<file path="src/hdl/rpm_pkg.sv">
package rpm_pkg;

  localparam int unsigned MAX_NODES          = 3;
  localparam int unsigned NODE_COUNT_DEFAULT = 3;

  localparam int unsigned ID_W       = 8;
  localparam int unsigned TMO_W      = 16;
  localparam int unsigned TIME_W     = 32;
  localparam int unsigned ANGLE_W    = 16;
  localparam int unsigned NODE_IDX_W = 2;
  localparam int unsigned CFG_IDX_W  = 3;
  localparam int unsigned CFG_DATA_W = 16;

  localparam logic [ID_W-1:0]  NODE0_ID_RESET         = 8'd3;
  localparam logic [ID_W-1:0]  NODE1_ID_RESET         = 8'd1;
  localparam logic [ID_W-1:0]  NODE2_ID_RESET         = 8'd2;
  localparam logic [TMO_W-1:0] RESPONSE_TIMEOUT_RESET = 16'd2;
  localparam logic [TMO_W-1:0] ROUND_GAP_RESET        = 16'd10;

  typedef enum logic [CFG_IDX_W-1:0] {
    REG_NODE0_ID         = 3'd0,
    REG_NODE1_ID         = 3'd1,
    REG_NODE2_ID         = 3'd2,
    REG_RESPONSE_TIMEOUT = 3'd3,
    REG_ROUND_GAP        = 3'd4
  } cfg_reg_t;

  typedef enum logic {
    OP_TICK = 1'b0,
    OP_BYTE = 1'b1
  } in_op_t;

  typedef enum logic {
    KIND_POLL  = 1'b0,
    KIND_ANGLE = 1'b1
  } result_kind_t;

  typedef struct packed {
    logic               frame_ok;
    logic               long_frame;
    logic [ID_W-1:0]    first_byte;
    logic [ANGLE_W-1:0] angle;
  } rx_frame_t;

endpackage

</file>
<file path="src/hdl/rpm_rx.sv">
module rpm_rx
  import rpm_pkg::*;
(
  input  logic            clk,
  input  logic            rst_n,
  input  logic            byte_valid,
  input  logic [ID_W-1:0] byte_value,
  input  logic            frame_end,
  output rx_frame_t       frame
);

  logic [7:0] rx_sum_r, rx_sum_nxt;
  logic [1:0] rx_pos_r, rx_pos_nxt;
  logic [7:0] first_r, first_nxt;
  logic [7:0] low_r, low_nxt;
  logic [7:0] high_r, high_nxt;

  always_comb begin
    rx_sum_nxt = rx_sum_r + byte_value;
    rx_pos_nxt = (rx_pos_r == 2'd3) ? 2'd3 : rx_pos_r + 2'd1;
    first_nxt  = (rx_pos_r == 2'd0) ? byte_value : first_r;
    low_nxt    = (rx_pos_r == 2'd1) ? byte_value : low_r;
    high_nxt   = (rx_pos_r == 2'd2) ? byte_value : high_r;

    frame.frame_ok   = byte_valid && frame_end && (rx_sum_nxt == 8'd0);
    frame.long_frame = (rx_pos_nxt == 2'd3);
    frame.first_byte = first_nxt;
    frame.angle      = {high_nxt, low_nxt};
  end

  always_ff @(posedge clk) begin
    if (!rst_n) begin
      rx_sum_r <= '0;
      rx_pos_r <= '0;
    end else if (byte_valid) begin
      if (frame_end) begin
        rx_sum_r <= '0;
        rx_pos_r <= '0;
      end else begin
        rx_sum_r <= rx_sum_nxt;
        rx_pos_r <= rx_pos_nxt;
      end
    end
  end

  always_ff @(posedge clk) begin
    if (!rst_n) begin
      first_r <= '0;
      low_r   <= '0;
      high_r  <= '0;
    end else if (byte_valid) begin
      first_r <= first_nxt;
      low_r   <= low_nxt;
      high_r  <= high_nxt;
    end
  end

endmodule

</file>
<file path="src/hdl/rs485_polling_master.sv">
// Output: a result is on out_* in the cycle after the item that causes it is accepted.
// Throughput: one item per cycle unless a held output stalls in_ready; each item is
// finished by compare and add logic between the scheduler and one-deep output registers.
// Reset: synchronous, active low; clears the counters, schedule, receiver and output
// valid, and loads the configuration registers with their default values.
module rs485_polling_master
  import rpm_pkg::*;
#(
  parameter int unsigned NODE_COUNT = NODE_COUNT_DEFAULT
) (
  input  logic                  clk,
  input  logic                  rst_n,

  input  logic                  cfg_we,
  input  logic [CFG_IDX_W-1:0]  cfg_index,
  input  logic [CFG_DATA_W-1:0] cfg_wdata,

  input  logic                  in_valid,
  output logic                  in_ready,
  input  logic                  in_op,
  input  logic [ID_W-1:0]       in_byte_value,
  input  logic                  in_frame_end,

  output logic                  out_valid,
  input  logic                  out_ready,
  output logic                  out_kind,
  output logic [NODE_IDX_W-1:0] out_node_index,
  output logic [ID_W-1:0]       out_node_id,
  output logic [ID_W-1:0]       out_check_byte,
  output logic signed [ANGLE_W-1:0] out_angle
);

  localparam logic [NODE_IDX_W-1:0] LAST_IDX  = NODE_IDX_W'(NODE_COUNT - 1);
  localparam logic [NODE_IDX_W:0]   NODE_CNT  = (NODE_IDX_W+1)'(NODE_COUNT);

  logic [ID_W-1:0]   node_id_r [MAX_NODES];
  logic [TMO_W-1:0]  timeout_r;
  logic [TMO_W-1:0]  gap_r;

  logic [TIME_W-1:0]     tick_r, tick_nxt;
  logic [TIME_W-1:0]     next_send_r, next_send_nxt;
  logic [TIME_W-1:0]     deadline_r, deadline_nxt;
  logic [NODE_IDX_W-1:0] cur_node_r, cur_node_nxt;
  logic                  send_allowed_r, send_allowed_nxt;
  logic                  reply_seen_r, reply_seen_nxt;

  logic                  out_valid_r;
  logic                  out_kind_r;
  logic [NODE_IDX_W-1:0] out_idx_r;
  logic [ID_W-1:0]       out_id_r;
  logic [ID_W-1:0]       out_chk_r;
  logic [ANGLE_W-1:0]    out_angle_r;

  logic                  res_valid;
  result_kind_t          res_kind;
  logic [NODE_IDX_W-1:0] res_idx;
  logic [ID_W-1:0]       res_id;
  logic [ID_W-1:0]       res_chk;
  logic [ANGLE_W-1:0]    res_angle;

  logic                  in_fire;
  logic                  byte_fire;
  rx_frame_t             frame;

  assign in_ready  = !out_valid_r || out_ready;
  assign in_fire   = in_valid && in_ready;
  assign byte_fire = in_fire && (in_op == OP_BYTE);

  rpm_rx u_rx (
    .clk        (clk),
    .rst_n      (rst_n),
    .byte_valid (byte_fire),
    .byte_value (in_byte_value),
    .frame_end  (in_frame_end),
    .frame      (frame)
  );

  always_ff @(posedge clk) begin
    if (!rst_n) begin
      node_id_r[0] <= NODE0_ID_RESET;
      node_id_r[1] <= NODE1_ID_RESET;
      node_id_r[2] <= NODE2_ID_RESET;
      timeout_r    <= RESPONSE_TIMEOUT_RESET;
      gap_r        <= ROUND_GAP_RESET;
    end else if (cfg_we) begin
      case (cfg_reg_t'(cfg_index))
        REG_NODE0_ID:         node_id_r[0] <= cfg_wdata[ID_W-1:0];
        REG_NODE1_ID:         node_id_r[1] <= cfg_wdata[ID_W-1:0];
        REG_NODE2_ID:         node_id_r[2] <= cfg_wdata[ID_W-1:0];
        REG_RESPONSE_TIMEOUT: timeout_r    <= cfg_wdata[TMO_W-1:0];
        REG_ROUND_GAP:        gap_r        <= cfg_wdata[TMO_W-1:0];
        default: ;
      endcase
    end
  end

  always_comb begin
    logic [TIME_W-1:0]     tick_inc;
    logic [TIME_W-1:0]     deadline_v;
    logic                  seen_v;
    logic [NODE_IDX_W-1:0] cur_idx;
    logic [ID_W-1:0]       poll_id;
    logic                  hit_found;
    logic [NODE_IDX_W-1:0] hit_idx;
    logic [ID_W-1:0]       hit_id;
    logic                  cur_match;

    tick_nxt         = tick_r;
    next_send_nxt    = next_send_r;
    deadline_nxt     = deadline_r;
    cur_node_nxt     = cur_node_r;
    send_allowed_nxt = send_allowed_r;
    reply_seen_nxt   = reply_seen_r;

    res_valid = 1'b0;
    res_kind  = KIND_POLL;
    res_idx   = '0;
    res_id    = '0;
    res_chk   = '0;
    res_angle = '0;

    tick_inc   = tick_r + TIME_W'(1);
    deadline_v = deadline_r;
    seen_v     = reply_seen_r;
    cur_idx    = ({1'b0, cur_node_r} < NODE_CNT) ? cur_node_r : LAST_IDX;

    poll_id = '0;
    for (int i = 0; i < MAX_NODES; i++) begin
      if (cur_idx == NODE_IDX_W'(i)) begin
        poll_id = node_id_r[i];
      end
    end

    cur_match = 1'b0;
    for (int i = 0; i < MAX_NODES; i++) begin
      if (i < NODE_COUNT && cur_node_r == NODE_IDX_W'(i) &&
          node_id_r[i] == frame.first_byte) begin
        cur_match = 1'b1;
      end
    end
    hit_found = cur_match;
    hit_idx   = cur_node_r;
    for (int i = MAX_NODES - 1; i >= 0; i--) begin
      if (!cur_match && i < NODE_COUNT && node_id_r[i] == frame.first_byte) begin
        hit_found = 1'b1;
        hit_idx   = NODE_IDX_W'(i);
      end
    end
    hit_id = '0;
    for (int i = 0; i < MAX_NODES; i++) begin
      if (hit_idx == NODE_IDX_W'(i)) begin
        hit_id = node_id_r[i];
      end
    end

    if (in_fire && in_op == OP_TICK) begin
      tick_nxt = tick_inc;
      if (tick_inc > next_send_r) begin
        if (send_allowed_r) begin
          res_valid        = 1'b1;
          res_kind         = KIND_POLL;
          res_idx          = cur_idx;
          res_id           = poll_id;
          res_chk          = ID_W'(0) - poll_id;
          seen_v           = 1'b0;
          deadline_v       = tick_inc + TIME_W'(timeout_r);
          send_allowed_nxt = 1'b0;
        end
        reply_seen_nxt = seen_v;
        deadline_nxt   = deadline_v;
        if (tick_inc >= deadline_v || seen_v) begin
          send_allowed_nxt = 1'b1;
          if (cur_idx == LAST_IDX) begin
            cur_node_nxt  = '0;
            next_send_nxt = tick_inc + TIME_W'(gap_r);
          end else begin
            cur_node_nxt = cur_idx + NODE_IDX_W'(1);
          end
        end
      end
    end else if (byte_fire && frame.frame_ok) begin
      reply_seen_nxt = 1'b1;
      if (frame.long_frame && hit_found) begin
        res_valid = 1'b1;
        res_kind  = KIND_ANGLE;
        res_idx   = hit_idx;
        res_id    = hit_id;
        res_angle = frame.angle;
      end
    end
  end

  always_ff @(posedge clk) begin
    if (!rst_n) begin
      tick_r         <= '0;
      next_send_r    <= '0;
      deadline_r     <= '0;
      cur_node_r     <= '0;
      send_allowed_r <= 1'b0;
      reply_seen_r   <= 1'b0;
      out_valid_r    <= 1'b0;
    end else begin
      tick_r         <= tick_nxt;
      next_send_r    <= next_send_nxt;
      deadline_r     <= deadline_nxt;
      cur_node_r     <= cur_node_nxt;
      send_allowed_r <= send_allowed_nxt;
      reply_seen_r   <= reply_seen_nxt;
      if (in_fire) begin
        out_valid_r <= res_valid;
      end else if (out_ready) begin
        out_valid_r <= 1'b0;
      end
    end
  end

  always_ff @(posedge clk) begin
    if (in_fire && res_valid) begin
      out_kind_r  <= res_kind;
      out_idx_r   <= res_idx;
      out_id_r    <= res_id;
      out_chk_r   <= res_chk;
      out_angle_r <= res_angle;
    end
  end

  assign out_valid      = out_valid_r;
  assign out_kind       = out_kind_r;
  assign out_node_index = out_idx_r;
  assign out_node_id    = out_id_r;
  assign out_check_byte = out_chk_r;
  assign out_angle      = out_angle_r;

endmodule

</file>
<file path="config.mk">
export PLATFORM = sky130hd
export DESIGN_NAME = rs485_polling_master
export DESIGN_NICKNAME = d
export VERILOG_FILES = /design/src/hdl/rpm_pkg.sv /design/src/hdl/rpm_rx.sv /design/src/hdl/rs485_polling_master.sv
export SDC_FILE = /design/constraint.sdc
export NUM_CORES = 1
export LEC_CHECK = 0
export BUFFER_PORTS_ARGS = -buffer_cell sky130_fd_sc_hd__buf_4
export CORE_MARGIN = 2
export CORE_UTILIZATION = 45
export CTS_BUF_LIST = sky130_fd_sc_hd__clkbuf_16
export DETAILED_ROUTE_END_ITERATION = 10
export PLACE_DENSITY = 0.69
export SYNTH_ARGS = -nofsm -noshare
export SYNTH_HDL_FRONTEND = slang
export SYNTH_SLANG_ARGS = --single-unit
</file>
<file path="constraint.sdc">
create_clock -name clk -period 7.3 [get_ports clk]
set_input_delay 1.095 -clock clk [delete_from_list [all_inputs] [get_ports clk]]
set_output_delay 1.095 -clock clk [all_outputs]
set_load 0.01 [all_outputs]
</file>
==> results.yml <==
worst_setup_path:
  worstSetupStartpointType: "flip-flop"
  worstPathMaxFanout: 25
  critPathRequiredTime_ns: 7.73
  critPathMaxStageDelay_ns: 0.50
  criticalPathCategory: "flip-flop to flip-flop"
  critPathCaptureType: "flip-flop"
  crit_top_cell: "nand3_1"
  cp_data_arrival_time_ns: 6.98
  critPathSlowestCell: "dfxtp_1"
timing:
  finalMaxSlewViolations: 0
  fmax_ghz: 0.1527
  worstMarginPinSlew_ns: 0.9892
  relSlewSlack_pct: 33.91
  fin_tns_setup_ns: 0
  rsz0062_at_grt: "false"
  min_period_ns: 6.550
  skew_ns: 0.01443
  hold_ws_ns: 0.4495
  finalHoldViolCount: 0
  setup_viol: 0
  finalCritPeriodShare_pct: 89.73
place:
  hpwl_mm: 31.73
  gp_congestion: 0.9639
  place.port_buffers: 70
route:
  vias_per_cell: 5.906
  routed_wirelength_mm: 42.53
  drt_iter0_drc: 1176
  vias: 13460
  first_pass_iters: 6
  drc: 0
  route.detailed.wl_per_inst_um: 18.67
  postRouteAntennaNets: 0
layout:
  layout_common_cells: "219 x nand2_1, 178 x a21oi_1, 167 x dfxtp_1"
  drive_gt1_share_pct: 9.858
  n_antenna_cell: 0
  n_fill_cell: 3066
  area_growth_pct: 11.95
  nets: 1959
  final_common_cell: "nand2_1"
floorplan:
  fp.coreArea_um2: 32450
  die_w_um: 185.4
  die_h_um: 185.4
  rows: 66
  pin_count: 71
  dieArea_um2: 34370
  start_util_pct: 45.63
clock_network:
  cts_sinks: 226
  post_cts_buffers: 0
  cts_buffer_depth: 3
  cts_made_buffers: 26
  post_cts_resized: 0
  ctsHoldBuffers: 0
  htreeDepth: 1
  cts_root_buf: "clkbuf_16"
  clk_pin_slew_ns: 0.06
  cts_tree: "yes"
  clk_latency_ns: 0.54
power_and_ir_drop:
  p_leak_nw: 6.384
  power_mw: 2.942
  ir_worst_vdd_mv: 0.1552
  p_per_area_nw_per_um2: 177.5
synth:
  yosysUniqueCellTypes: 90
  synth.avg_cell_area_um2: 8.310
  async_flop_share_pct: 0
  synth_edf_count: 59
  synth_nets: 1924
  syn_area_um2: 14810
  syn_inst: 1782
  synth_seq_cells: 226
  ys.flop_type: "dfxtp_1"
  yosys_warnings: 0
  ys_seq_area_share_pct: 34.54
global_routing:
  grt_pass1_wl_mm: 67.53
  grt_pass1_vias: 12570
  grt_overflow: 0
  antenna_found_initial: 0
  grt_max_degree: 74
  grt_usage_pct: 24.73
hold_path:
  min_path_type: "flip-flop to flip-flop"
outcome:
  status: "finished, final reports clean"
job:
  cap_violations: 0
==> power by group <==
group | switching (mW) | internal, mW
clock | 0.541 | 0.744
sequential | 0.0388 | 1.31
combinational | 0.193 | 0.114
total | 0.773 | 2.17
==> flip-flops by register name, indices dropped and copies added (netlist names) <==
register        cells
timeout_r          16
send_allowed_r      1
reply_seen_r        1
u_rx.rx_sum_r       8
out_node_id         8
cur_node_r          2
out_node_index      2
deadline_r         32
gap_r              16
u_rx.rx_pos_r       2
out_check_byte      8
out_angle          16
tick_r             32
out_valid           1
u_rx.first_r        8
next_send_r        32
u_rx.low_r          8
out_kind            1
u_rx.high_r         8
node_id_r          24
==> layer usage <==
layer / share of wire (%) / wire length, µm / global-route usage (%)
met1: 43 / 18290 / 32.55
met2: 47 / 19990 / 42.15
met3: 6.7 / 2834 / 2.497
met4: 3.3 / 1405 / 8.635
met5: 0 / 0 / 0
==> metrics by stage <==
step	worst slack, ns	cell area (µm²)	util, %	cells
after floorplan	1.952	14810	-	1782
after global placement	0.9705	15730	48.48	2231
after detailed placement	0.8800	15730	48.48	2231
after CTS	0.7868	16580	51.08	2278
after global routing	0.1458	16580	51.08	2278
final	0.7499	16580	51.08	2278
==> kinds of logic after synthesis <==
group	Yosys count	share of synthesized area, %
AOI/OAI and AO/OA	450	19.29
buffers and inverters	183	4.901
muxes	30	2.036
xor gates and xnor gates	129	7.824
DFF	226	34.54
and+or+nand+nor	656	22.13
adders and majority gates	108	9.278
==> worst paths after layout <==
path / from / to / slack (ns) / cells after the start
max: tick_r[0] / next_send_r[30] / 0.75 / 25
min: deadline_r[27] / deadline_r[27] / 0.45 / 2
max reg2reg: tick_r[0] / next_send_r[30] / 0.75 / 25
min reg2reg: deadline_r[27] / deadline_r[27] / 0.45 / 2
==> critical path, delay by kind of cell (launching register included) <==
kind	cells	cell delay (ns)
and+or+nand+nor	12	2.43
AOI/OAI and AO/OA	7	1.77
adders and majority gates	3	0.83
xor gates and xnor gates	2	0.59
DFF	1	0.50
buffers and inverters	1	0.29
==> layout make-up <==
type | count | area [µm²] | share of cell area [%]
well taps | 442 | 553.0 | 3.336
multi-input cells | 1373 | 8985 | 54.20
clock inverters | 20 | 168.9 | 1.019
clock buffers | 27 | 675.6 | 4.076
inverters | 93 | 351.6 | 2.121
repair buffers | 97 | 728.2 | 4.393
flip-flops and latches | 226 | 5115 | 30.86
==> synth_stat cells (15+ instances only) <==
cell | number | area [µm²]
a211oi_1 | 24 | 180.2
a21o_1 | 17 | 127.6
a21oi_1 | 178 | 890.9
and2_1 | 34 | 212.7
clkbuf_1 | 60 | 225.2
dfxtp_1 | 167 | 3343
edfxtp_1 | 59 | 1772
ha_1 | 105 | 1314
inv_1 | 90 | 337.8
mux2i_1 | 29 | 290.3
nand2_1 | 219 | 822.0
nand3_1 | 92 | 460.4
nand4_1 | 37 | 231.5
nor2_1 | 126 | 473.0
nor3_1 | 24 | 120.1
nor4_1 | 15 | 93.84
o21ai_0 | 81 | 405.4
o22ai_1 | 19 | 118.9
xnor2_1 | 84 | 735.7
xor2_1 | 42 | 367.9
No activity file was read; power rests on OpenSTA's default activity.
